`src/rtl/pct_pkg.sv`:
```
// ----------------------------------------------------------------------------
// pct_pkg: shared types and constants of the pausable countdown timer
// Command and result layouts, mode, opcode and status codes, bus widths.
// ----------------------------------------------------------------------------
package pct_pkg;

   localparam int TIME_BITS_DEFAULT = 48;
   localparam int NOW_BITS          = 48;
   localparam int OWNER_BITS        = 16;
   localparam int DUR_BITS          = 32;
   localparam int COUNT_BITS        = 32;
   localparam int CSR_COUNT         = 2;
   localparam int CSR_INDEX_BITS    = 1;

   localparam logic [DUR_BITS-1:0] MIN_DURATION_RESET = 32'd1;
   localparam logic [DUR_BITS-1:0] MAX_DURATION_RESET = 32'hFFFF_FFFF;

   typedef enum logic [CSR_INDEX_BITS-1:0] {
      CSR_MIN_DURATION = 1'b0,
      CSR_MAX_DURATION = 1'b1
   } csr_index_type;

   typedef enum logic [2:0] {
      OP_ADVANCE = 3'd0,
      OP_START   = 3'd1,
      OP_PAUSE   = 3'd2,
      OP_RESUME  = 3'd3,
      OP_SET_REM = 3'd4,
      OP_ACK     = 3'd5
   } op_type;

   typedef enum logic [1:0] {
      MODE_READY   = 2'd0,
      MODE_RUNNING = 2'd1,
      MODE_PAUSED  = 2'd2,
      MODE_EXPIRED = 2'd3
   } mode_type;

   typedef enum logic [2:0] {
      ST_OK           = 3'd0,
      ST_BAD_OWNER    = 3'd1,
      ST_BAD_STATE    = 3'd2,
      ST_BAD_DURATION = 3'd3,
      ST_NOT_OWNER    = 3'd4,
      ST_REGRESSED    = 3'd5
   } status_type;

   // Command layout, last field in the lowest bits.
   typedef struct packed {
      logic [DUR_BITS-1:0]   duration_ms;
      logic [OWNER_BITS-1:0] owner_id;
      logic [NOW_BITS-1:0]   now_ms;
      logic [2:0]            op;
   } cmd_type;

   // Result layout, last field in the lowest bits.
   typedef struct packed {
      logic [COUNT_BITS-1:0] expiry_count;
      logic [DUR_BITS-1:0]   remaining_ms;
      mode_type              timer_state;
      logic                  expired_now;
      status_type            status;
   } rsp_type;

   localparam int REQ_BITS       = $bits(cmd_type);
   localparam int REQ_TDATA_BITS = ((REQ_BITS + 7) / 8) * 8;
   localparam int RSP_BITS       = $bits(rsp_type);
   localparam int RSP_TDATA_BITS = ((RSP_BITS + 7) / 8) * 8;

endpackage

```
`src/rtl/pct_cmd_stage.sv`:
```
// ----------------------------------------------------------------------------
// pct_cmd_stage: command input register
// Captures one command transaction and holds it until the engine takes it.
// ----------------------------------------------------------------------------
module pct_cmd_stage
   import pct_pkg::*;
(
   input  logic                      clock,
   input  logic                      reset,
   input  logic                      req_tvalid,
   output logic                      req_tready,
   input  logic [REQ_TDATA_BITS-1:0] req_tdata,
   input  logic                      advance,
   output logic                      cmd_valid,
   output cmd_type                   cmd
);

   logic    valid_ff, valid_in;
   cmd_type cmd_ff, cmd_in;
   logic    take;

   assign req_tready = !valid_ff || advance;
   assign take       = req_tvalid && req_tready;

   always_comb begin
      valid_in = take ? 1'b1 : (advance ? 1'b0 : valid_ff);
      cmd_in   = take ? cmd_type'(req_tdata[REQ_BITS-1:0]) : cmd_ff;
   end

   always_ff @(posedge clock) begin
      if (reset) begin
         valid_ff <= 1'b0;
      end else begin
         valid_ff <= valid_in;
      end
      cmd_ff <= cmd_in;
   end

   assign cmd_valid = valid_ff;
   assign cmd       = cmd_ff;

endmodule

```
`src/rtl/pct_engine.sv`:
```
// ----------------------------------------------------------------------------
// pct_engine: timer state and command evaluation
// Checks one command against the timer state and updates the state.
// ----------------------------------------------------------------------------
module pct_engine
   import pct_pkg::*;
#(
   parameter int TIME_BITS = TIME_BITS_DEFAULT
) (
   input  logic                clock,
   input  logic                reset,
   input  logic                fire,
   input  cmd_type             cmd,
   input  logic [DUR_BITS-1:0] min_duration,
   input  logic [DUR_BITS-1:0] max_duration,
   output rsp_type             rsp
);

   mode_type                mode_ff, mode_in;
   logic [OWNER_BITS-1:0]   owner_ff, owner_in;
   logic [DUR_BITS-1:0]     config_dur_ff, config_dur_in;
   logic [DUR_BITS-1:0]     remaining_ff, remaining_in;
   logic [TIME_BITS-1:0]    deadline_ff, deadline_in;
   logic [TIME_BITS-1:0]    cur_time_ff, cur_time_in;
   logic                    time_known_ff, time_known_in;
   logic [COUNT_BITS-1:0]   generation_ff, generation_in;

   logic [TIME_BITS-1:0]    now_t;
   logic                    dur_ok;
   logic                    owner_match;
   logic [DUR_BITS-1:0]     arm_rem;
   logic [TIME_BITS:0]      arm_sum;
   logic [TIME_BITS-1:0]    arm_deadline;
   logic                    regressed;
   logic                    before_deadline;
   logic [TIME_BITS-1:0]    time_left;
   status_type              status;
   logic                    fired;

   assign now_t       = TIME_BITS'(cmd.now_ms);
   assign dur_ok      = (cmd.duration_ms >= min_duration) && (cmd.duration_ms <= max_duration);
   assign owner_match = (cmd.owner_id != '0) && (cmd.owner_id == owner_ff);

   // A start arms with the new duration, a resume with what is left.
   assign arm_rem      = (op_type'(cmd.op) == OP_START) ? cmd.duration_ms : remaining_ff;
   assign arm_sum      = {1'b0, cur_time_ff} + (TIME_BITS + 1)'(arm_rem);
   assign arm_deadline = arm_sum[TIME_BITS] ? '1 : arm_sum[TIME_BITS-1:0];

   assign regressed       = time_known_ff && (now_t < cur_time_ff);
   assign before_deadline = now_t < deadline_ff;
   assign time_left       = deadline_ff - now_t;

   always_comb begin
      mode_in       = mode_ff;
      owner_in      = owner_ff;
      config_dur_in = config_dur_ff;
      remaining_in  = remaining_ff;
      deadline_in   = deadline_ff;
      cur_time_in   = cur_time_ff;
      time_known_in = time_known_ff;
      generation_in = generation_ff;
      status        = ST_OK;
      fired         = 1'b0;

      case (op_type'(cmd.op))
         OP_ADVANCE: begin
            if (regressed) begin
               status = ST_REGRESSED;
            end else begin
               cur_time_in   = now_t;
               time_known_in = 1'b1;
               if (mode_ff == MODE_RUNNING) begin
                  if (before_deadline) begin
                     remaining_in = time_left[DUR_BITS-1:0];
                  end else begin
                     remaining_in  = '0;
                     mode_in       = MODE_EXPIRED;
                     generation_in = generation_ff + 1'b1;
                     fired         = 1'b1;
                  end
               end
            end
         end
         OP_START: begin
            if (cmd.owner_id == '0) begin
               status = ST_BAD_OWNER;
            end else if (mode_ff != MODE_READY) begin
               status = ST_BAD_STATE;
            end else if (!dur_ok) begin
               status = ST_BAD_DURATION;
            end else begin
               config_dur_in = cmd.duration_ms;
               remaining_in  = cmd.duration_ms;
               owner_in      = cmd.owner_id;
               mode_in       = MODE_RUNNING;
               deadline_in   = arm_deadline;
            end
         end
         OP_PAUSE: begin
            if (mode_ff != MODE_RUNNING) begin
               status = ST_BAD_STATE;
            end else if (!owner_match) begin
               status = ST_NOT_OWNER;
            end else begin
               mode_in = MODE_PAUSED;
            end
         end
         OP_RESUME: begin
            if (mode_ff != MODE_PAUSED) begin
               status = ST_BAD_STATE;
            end else if (!owner_match) begin
               status = ST_NOT_OWNER;
            end else begin
               mode_in     = MODE_RUNNING;
               deadline_in = arm_deadline;
            end
         end
         OP_SET_REM: begin
            if (mode_ff != MODE_PAUSED) begin
               status = ST_BAD_STATE;
            end else if (!owner_match) begin
               status = ST_NOT_OWNER;
            end else if (!dur_ok) begin
               status = ST_BAD_DURATION;
            end else begin
               config_dur_in = cmd.duration_ms;
               remaining_in  = cmd.duration_ms;
            end
         end
         OP_ACK: begin
            if (mode_ff != MODE_EXPIRED) begin
               status = ST_BAD_STATE;
            end else begin
               mode_in      = MODE_READY;
               remaining_in = config_dur_ff;
               owner_in     = '0;
            end
         end
         default: begin
            status = ST_BAD_STATE;
         end
      endcase

      rsp.status       = status;
      rsp.expired_now  = fired;
      rsp.timer_state  = mode_in;
      rsp.remaining_ms = remaining_in;
      rsp.expiry_count = generation_in;
   end

   always_ff @(posedge clock) begin
      if (reset) begin
         mode_ff       <= MODE_READY;
         owner_ff      <= '0;
         config_dur_ff <= '0;
         remaining_ff  <= '0;
         deadline_ff   <= '0;
         cur_time_ff   <= '0;
         time_known_ff <= 1'b0;
         generation_ff <= '0;
      end else if (fire) begin
         mode_ff       <= mode_in;
         owner_ff      <= owner_in;
         config_dur_ff <= config_dur_in;
         remaining_ff  <= remaining_in;
         deadline_ff   <= deadline_in;
         cur_time_ff   <= cur_time_in;
         time_known_ff <= time_known_in;
         generation_ff <= generation_in;
      end
   end

endmodule

```
`src/rtl/pct_rsp_stage.sv`:
```
// ----------------------------------------------------------------------------
// pct_rsp_stage: result output register
// Holds one result transaction until the receiver takes it.
// ----------------------------------------------------------------------------
module pct_rsp_stage
   import pct_pkg::*;
(
   input  logic                      clock,
   input  logic                      reset,
   input  logic                      load,
   input  rsp_type                   rsp,
   output logic                      free,
   output logic                      rsp_tvalid,
   input  logic                      rsp_tready,
   output logic [RSP_TDATA_BITS-1:0] rsp_tdata
);

   logic    valid_ff, valid_in;
   rsp_type rsp_ff, rsp_in;

   assign free = !valid_ff || rsp_tready;

   always_comb begin
      valid_in = load ? 1'b1 : (rsp_tready ? 1'b0 : valid_ff);
      rsp_in   = load ? rsp : rsp_ff;
   end

   always_ff @(posedge clock) begin
      if (reset) begin
         valid_ff <= 1'b0;
      end else begin
         valid_ff <= valid_in;
      end
      rsp_ff <= rsp_in;
   end

   assign rsp_tvalid = valid_ff;
   assign rsp_tdata  = {{(RSP_TDATA_BITS - RSP_BITS){1'b0}}, rsp_ff};

endmodule

```
`src/rtl/pausable_countdown_timer.sv`:
```
// ----------------------------------------------------------------------------
// pausable_countdown_timer: one-shot countdown timer with an owner
// Command in, status and timer state out, one result per command.
// ----------------------------------------------------------------------------
// Each command transaction on the req_ channel (advance time, start, pause,
// resume, set remaining, acknowledge) produces exactly one result transaction
// on the rsp_ channel, in order. A command is taken into the command register,
// evaluated there against the timer state once the output register is free,
// and its result lands in the output register while the state updates on the
// same edge. One command per cycle is sustained while the receiver keeps up,
// since the state feedback loop holds no register beyond the state itself.
// When the receiver stalls, the output register holds its result, one more
// command waits in the command register, and then req_tready drops until
// rsp_tready returns. The csr_ port writes the duration limits; it is meant to
// be used only while no command is in flight. Synchronous reset empties both
// registers, returns the timer to ready with no owner, clears the time and
// the expiry count, and restores the limits to 1 and 0xFFFFFFFF.
// ----------------------------------------------------------------------------
module pausable_countdown_timer
   import pct_pkg::*;
#(
   parameter int TIME_BITS = TIME_BITS_DEFAULT
) (
   input  logic                      clock,
   input  logic                      reset,
   // req_tdata, from bit 0: op, now_ms, owner_id, duration_ms, zero pad
   input  logic                      req_tvalid,
   output logic                      req_tready,
   input  logic [REQ_TDATA_BITS-1:0] req_tdata,
   // rsp_tdata, from bit 0: status, expired_now, timer_state, remaining_ms,
   // expiry_count, zero pad
   output logic                      rsp_tvalid,
   input  logic                      rsp_tready,
   output logic [RSP_TDATA_BITS-1:0] rsp_tdata,
   input  logic                      csr_we,
   input  logic [CSR_INDEX_BITS-1:0] csr_index,
   input  logic [DUR_BITS-1:0]       csr_wdata
);

   logic [DUR_BITS-1:0] min_dur_ff, min_dur_in;
   logic [DUR_BITS-1:0] max_dur_ff, max_dur_in;
   logic                cmd_valid;
   cmd_type             cmd;
   rsp_type             rsp;
   logic                out_free;
   logic                fire;

   // The engine fires when a command is pending and the output slot is open.
   assign fire = cmd_valid && out_free;

   always_comb begin
      min_dur_in = min_dur_ff;
      max_dur_in = max_dur_ff;
      if (csr_we) begin
         case (csr_index_type'(csr_index))
            CSR_MIN_DURATION: min_dur_in = csr_wdata;
            CSR_MAX_DURATION: max_dur_in = csr_wdata;
            default: begin
               min_dur_in = min_dur_ff;
            end
         endcase
      end
   end

   always_ff @(posedge clock) begin
      if (reset) begin
         min_dur_ff <= MIN_DURATION_RESET;
         max_dur_ff <= MAX_DURATION_RESET;
      end else begin
         min_dur_ff <= min_dur_in;
         max_dur_ff <= max_dur_in;
      end
   end

   pct_cmd_stage u_cmd_stage (
      .clock      (clock),
      .reset      (reset),
      .req_tvalid (req_tvalid),
      .req_tready (req_tready),
      .req_tdata  (req_tdata),
      .advance    (fire),
      .cmd_valid  (cmd_valid),
      .cmd        (cmd)
   );

   pct_engine #(
      .TIME_BITS (TIME_BITS)
   ) u_engine (
      .clock        (clock),
      .reset        (reset),
      .fire         (fire),
      .cmd          (cmd),
      .min_duration (min_dur_ff),
      .max_duration (max_dur_ff),
      .rsp          (rsp)
   );

   pct_rsp_stage u_rsp_stage (
      .clock      (clock),
      .reset      (reset),
      .load       (fire),
      .rsp        (rsp),
      .free       (out_free),
      .rsp_tvalid (rsp_tvalid),
      .rsp_tready (rsp_tready),
      .rsp_tdata  (rsp_tdata)
   );

endmodule

```
`config.mk`:
```
export PLATFORM = sky130hd
export DESIGN_NAME = pausable_countdown_timer
export DESIGN_NICKNAME = d
export VERILOG_FILES = /design/src/rtl/pct_pkg.sv /design/src/rtl/pct_cmd_stage.sv /design/src/rtl/pct_engine.sv /design/src/rtl/pct_rsp_stage.sv /design/src/rtl/pausable_countdown_timer.sv
export SDC_FILE = /design/constraint.sdc
export NUM_CORES = 1
export LEC_CHECK = 0
export ABC_AREA = 1
export BUFFER_PORTS_ARGS = -buffer_cell sky130_fd_sc_hd__buf_4
export CORE_AREA = 2 2 164 327
export DETAILED_ROUTE_END_ITERATION = 12
export DIE_AREA = 0 0 166 329
export GPL_ROUTABILITY_DRIVEN = 0
export HOLD_SLACK_MARGIN = 0.05
export PLACE_DENSITY = 0.85
export SLEW_MARGIN = 20
export SYNTH_ARGS = -nofsm -noshare
export SYNTH_HDL_FRONTEND = slang
export SYNTH_SLANG_ARGS = --single-unit
export TNS_END_PERCENT = 30
```
`constraint.sdc`:
```
create_clock -name clock -period 4.09 [get_ports clock]
set_input_delay 0.818 -clock clock [delete_from_list [all_inputs] [get_ports clock]]
set_output_delay 0.818 -clock clock [all_outputs]
set_load 0.05 [all_outputs]
```
==> results of run 1 <==
[placed cells by master (no fill, tap or decap), drive strengths merged, types with 20 or more instances in the layout]
cell / n
xnor2: 20
nand2: 793
dfxtp: 277
a31oi: 46
edfxtp: 169
nor3: 42
xor2: 46
inv: 535
ha: 223
o21ai: 321
a21oi: 388
nand4: 40
nor2: 311
nand3: 202
buf: 238
o211ai: 34
clkbuf: 52
[final cells by class]
cell class / instances / share of cell area [%]
inverter: 532 / 6.491
tap: 665 / 2.689
clock inverter: 28 / 1.080
multi-input combinational: 2577 / 45.70
timing repair buffer: 238 / 6.058
sequential: 446 / 34.33
clock buffer: 52 / 3.652
[through the flow]
step,worst slack (ns),area (um^2)
6_report,0.1754,30940
3_5_place_dp,0.3462,29470
2_1_floorplan,0.1288,27340
4_1_cts,0.3172,30930
5_1_grt,0.02576,30940
3_3_place_gp,0.4202,29470
[state kept, by name (all words and copies together) (netlist names), 2 cells and up]
signal                  cells
u_engine.deadline_ff       48
u_engine.owner_ff          16
u_engine.mode_ff            2
u_cmd_stage.cmd            99
max_dur_ff                 32
u_engine.remaining_ff      32
u_engine.cur_time_ff       48
u_engine.config_dur_ff     32
min_dur_ff                 32
u_rsp_stage.rsp_tdata      70
u_engine.generation_ff     32
[power breakdown]
part	total [mW]	switching, mW	leakage, nW	internal (mW)
registers	5.03	0.179	3.90	4.85
clock network	4.22	1.84	0.714	2.38
logic	1.73	1.15	9.36	0.584
total	11.0	3.17	14.0	7.82
[logic make-up (layout without fill, tap and decap cells)]
| logic type | after synthesis | in the layout | share of synthesized area (%) |
|---|---|---|---|
| xor+xnor | 66 | 66 | 2.142 |
| flops | 446 | 446 | 38.85 |
| simple gates | 1431 | 1431 | 22.35 |
| buf+inv | 662 | 850 | 9.475 |
| compound gates | 853 | 853 | 16.82 |
| fa+ha+maj | 225 | 225 | 10.35 |
| other cells | 1 | 2 | 0.01372 |
[path summary, 6_finish.rpt]
| check | cells past startpoint | from | endpoint | slack, ns |
|---|---|---|---|---|
| setup / recovery | 19 | u_cmd_stage.cmd[0] | u_engine.deadline_ff[32] | 0.18 |
| hold / removal | 1 | req_tdata[82] | u_cmd_stage.cmd[82] | 0.41 |
| setup reg to reg | 19 | u_cmd_stage.cmd[0] | u_engine.deadline_ff[32] | 0.18 |
| hold reg to reg | 2 | min_dur_ff[24] | min_dur_ff[24] | 0.46 |
[worst reg2reg max path, delay by kind of cell (launching register included)]
kind / cells / cell delay (ns)
AO/OA/AOI/OAI: 4 / 0.76
adder cells (fa/ha/maj): 2 / 0.68
buffers and inverters: 4 / 0.62
flip-flops: 1 / 0.38
AND/OR/NAND/NOR: 9 / 1.35
[metal layers]
metal,global-route usage (%),vias up,part of all wire (%)
li1,-,12530,-
met1,33.33,11850,39
met2,47.34,1314,48
met3,3.568,284,8.5
met4,13.53,0,5.2
met5,0,-,0
==> key figures, run 1 <==
Status
  – Status: complete, no violations

Clock network
  – CTS buffer count: 43
  – CTS tree: built
  – Max clock buf depth: 3
  – H-tree Lvls: 2
  – CTS Sinks: 446
  – CTS Hold Bufs: 0
  – CTS root buffer: clkbuf_16
  – Reg clk slew, reported paths: ~0.070 ns
  – Buffer count from post-CTS setup fixing: 0
  – Cts repair resizes: 0
  – Worst-Skew Late Latency: just under 0.6 ns

Yosys
  – YS warnings: 0
  – Cell variety after synth: 60
  – Mapped cell area: 0.02733 mm^2
  – Cells after Synth: 3,684
  – Top-area cell type share of the netlist area: around 20%
  – Top area cells in the synthesized netlist: dfxtp_1 20%, edfxtp_1 19%, nand2_1 11%
  – EDFF count, synth: 169
  – Flops & latches, synth: between 400 and 500
  – Top cell type by total area after synthesis: dfxtp_1
  – Async set-or-reset flop fraction in the synthesized netlist: 0%
  – Syn Area/Cell: 7.420 um^2
  – Synth top cells by count: 775 x nand2_1, 521 x inv_1, 386 x a21oi_1, 299 x o21ai_0, 298 x nor2_1
  – Count leader, synth: nand2_1
  – Register area share after synthesis: 38.85%
  – Ys flop type: dfxtp_1

Setup path
  – CP delay by family, top: simple AND/OR/NAND/NOR gates
  – Worst Path Buf+Inv: 4
  – Startpoint Class: flip-flop
  – CP Capture Type: flip-flop
  – Worst path cell trace: inv_1, nor2_1, inv_2, nor2_4, buf_12, o21ai_0, ha_1, fa_1, nand3_1, nand2_1, a21oi_2, o21bai_2, nand3_1, nand2_1, nand2_1, nand2_2, nand3_1, buf_12, a41oi_1
  – Critical Path RT: 4.52 ns
  – Critical-path top delay cell: fa_1
  – Critical Path AT: 4.35 ns
  – Crit-path max cell delay: 0.40 ns
  – Critical path type: flip-flop to flip-flop
  – Worst Path Max Fanout: 42

Placement
  – IO buf count: about 210
  – HPWL Detailed: 56,760 um
  – Cells after DPL: roughly 4,500

Timing
  – Min Hold Slack: 0.4097 ns
  – Final Hold Fails: 0
  – Setup Viol. Count Final: 0
  – Max Slew Vio Count: 0
  – Tcrit/Tclk final: between 90% and 100%
  – FMAX: 255.5 MHz
  – Setup tns final: 0 ns
  – RSZ-0062 raised after global routing: false
  – Rel. slew slack: 31.84%
  – Clock Skew: between 0.02 and 0.025 ns
  – Post-layout min period: 3.915 ns
  – Slew @ Worst Pin: around 1.0 ns

Layout
  – Layout cells sized above 1: about a tenth
  – Post-route insts no fill: ~4,500
  – Fin util: around three fifths
  – Final Net Count: between 4,000 and 5,000
  – Area delta synth->final: 13.18%
  – Area of the multi-input gates: ~0.014 mm^2
  – Register area: approximately 0.011 mm^2
  – Ant diodes: 0
  – Fill cells: 4,463

Global route
  – Largest net degree at the start of global routing: ~150
  – GRT Overall Usage: 27.27%
  – Antenna violations before repair: 0
  – Vias in the first global route: around 25,000
  – First-pass GRT wire length: between 100,000 and 150,000 um
  – Gr ovfl total: 0

Detailed routing
  – DRT Pass-1 Iters: 8
  – DRT antenna net count: 0
  – WL final: 77,500 um
  – Vias: approximately 26,000
  – Vias per cell: between 5 and 6
  – Wire per inst: ~17 um
  – Initial DRC Count: slightly above 3,000
  – DRC: 0

Job
  – Max-Cap Viols: 0

Floorplan
  – Area of the core: roughly 0.052 mm^2
  – DIE WIDTH: 166 um
  – Cell Rows: 119
  – Number of top-level pins: approximately 220
  – Die Y: roughly 330 um
  – Initial Util: roughly 52%
  – Die ar.: about 0.055 mm^2

Power
  – PnR Total Power: roughly 11 mW
  – PD cells: between 300 and 400 mW/mm^2
  – Peak VDD IR: 483.2 uV
  – Leak pwr: roughly 14 nW

Worst hold path
  – Hold Crit Class: input port to flip-flop
(Power assumes the default switching activity.)
==> run 2, diff against run 1 <==
- PLACE_DENSITY: 0.85 -> 0.82
==> key figures, run 2 (synthesized netlist as in run 1, its figures left out) <==
Status
  – Status: complete, no violations

Global route
  – Antenna violations before repair: 1
  – First-pass GRT wire length: around 120,000 um
  – Largest net degree at the start of global routing: between 100 and 150
  – GRT Overall Usage: 27.47%
  – Gr ovfl total: 0
  – Vias in the first global route: between 20,000 and 25,000

Floorplan
  – DIE WIDTH: between 150 and 200 um
  – Die Y: roughly 330 um
  – Number of top-level pins: approximately 220
  – Cell Rows: about 120
  – Initial Util: a little over half
  – Area of the core: around 0.052 mm^2
  – Die ar.: between 0.05 and 0.06 mm^2

Detailed routing
  – Initial DRC Count: roughly 2,900
  – DRT antenna net count: 0
  – Wire per inst: about 17 um
  – Vias: approximately 26,000
  – DRT Pass-1 Iters: 7
  – WL final: roughly 77,000 um
  – Vias per cell: about 5.7
  – DRC: 0

Setup path
  – CP Capture Type: flip-flop
  – Worst Reg2Reg Path Length in Cells: 19
  – Critical Path RT: approximately 4.5 ns
  – Critical path type: flip-flop to flip-flop
  – Critical-path top delay cell: fa_1
  – Critical Path AT: 4.27 ns
  – Startpoint Class: flip-flop
  – Worst path cell trace: inv_1, nor2_1, inv_2, nor2_4, buf_12, o21ai_0, ha_1, fa_1, nand3_1, nand2_1, a21oi_2, o21bai_2, nand3_1, nand2_1, nand2_1, nand2_2, nand3_1, buf_12, a41oi_1
  – Worst Path Max Fanout: 30
  – Crit-path max cell delay: 0.41 ns

Clock network
  – Cts repair resizes: 0
  – CTS tree: built
  – Worst-Skew Late Latency: between 0.5 and 0.6 ns
  – H-tree Lvls: 2
  – CTS root buffer: clkbuf_16
  – CTS buffer count: 43
  – CTS Sinks: around 450
  – Buffer count from post-CTS setup fixing: 0
  – Max clock buf depth: 3
  – CTS Hold Bufs: 0
  – Reg clk slew, reported paths: ~0.07 ns

Power
  – PD cells: around 360 mW/mm^2
  – Peak VDD IR: 453.5 uV
  – PnR Total Power: 11.15 mW
  – Leak pwr: between 10 and 15 nW

Layout
  – Layout cells sized above 1: 10.14%
  – Reg with most FFs: u_cmd_stage.cmd
  – Ant diodes: 0
  – Fill cells: approximately 4,500
  – Final Net Count: ~4,200
  – Area delta synth->final: 13.54%
  – Max FFs per register: 99
  – Commonest non-fill, non-tap cell in the layout: nand2_1
  – Most frequent cells in the layout: 774 x nand2_1, 519 x inv_1, 385 x a21oi_1

Timing
  – Max Slew Vio Count: 0
  – Min Hold Slack: slightly above 0.4 ns
  – FMAX: 260.8 MHz
  – Post-layout min period: roughly 3.8 ns
  – Rel. slew slack: between 20 and 30%
  – Setup Viol. Count Final: 0
  – RSZ-0062 raised after global routing: false
  – Clock Skew: around 0.022 ns
  – Slew @ Worst Pin: around 1.1 ns
  – Setup tns final: 0 ns
  – Tcrit/Tclk final: a little over nine tenths
  – Final Hold Fails: 0

Placement
  – HPWL Detailed: between 50,000 and 60,000 um
  – IO buf count: around 210

Worst hold path
  – Hold Crit Class: input port to flip-flop
  – Worst Hold Depth: 1

Job
  – Max-Cap Viols: 0
-- run 2: cell types whose count changed in the layout (fill, tap and decap cells not counted), sizes merged --
| cell | delta |
|---|---|
| inv | -2 |
| bufinv | +2 |
| buf | +3 |
| clkinv | +1 |
| clkbuf | -2 |
-- run 2: per-stage QoR --
stage	setup WS (ns)	instance area (um^2)	std cells	util, %
floorplan	0.1288	27340	3685	-
global placement	0.4351	29480	4461	56.41
global route	0.005002	31040	4540	59.39
detailed placement	0.3645	29480	4461	56.41
CTS	0.3593	31030	4540	59.37
finish	0.2551	31040	4540	59.39
-- run 2: area by class of cell --
cell class,count,area [um^2],share of cell area [%]
well taps,665,832.0,2.681
flip-flops and latches,446,10620,34.22
clock inverters,29,387.9,1.250
clock buffers,50,1160,3.737
repair buffers,241,1888,6.083
multi-input cells,2577,14140,45.57
inverters,532,2006,6.462
-- run 2: layer usage --
metal  GRT usage (%)  part of all wire [%]  vias to the layer above
li1                -                     -                    12530
met1           33.32                    39                    11800
met2           47.47                    47                     1318
met3           3.424                   8.1                      281
met4           14.97                   5.6                        2
met5               0                 0.017                        -
-- run 2: where the power goes --
group | switching [mW] | internal, mW | leakage [nW]
combinational | 1.14 | 0.582 | 9.37
sequential | 0.179 | 4.85 | 3.90
clock | 1.84 | 2.56 | 0.758
total | 3.16 | 8.00 | 14.0
-- run 2: critical path: cells and delay by family, from the launching register on --
kind	cells	cell delay, ns
AND/OR/NAND/NOR	9	1.33
AO/OA/AOI/OAI	4	0.70
adder cells (fa/ha/maj)	2	0.69
buffers and inverters	4	0.57
flip-flops	1	0.36
-- run 2: final timing paths --
path | from | endpoint | slack (ns)
setup / recovery | u_cmd_stage.cmd[0] | u_engine.deadline_ff[32] | 0.26
hold / removal | req_tdata[79] | u_cmd_stage.cmd[79] | 0.41
setup reg to reg | u_cmd_stage.cmd[0] | u_engine.deadline_ff[32] | 0.26
hold reg to reg | u_engine.config_dur_ff[28] | u_engine.config_dur_ff[28] | 0.45
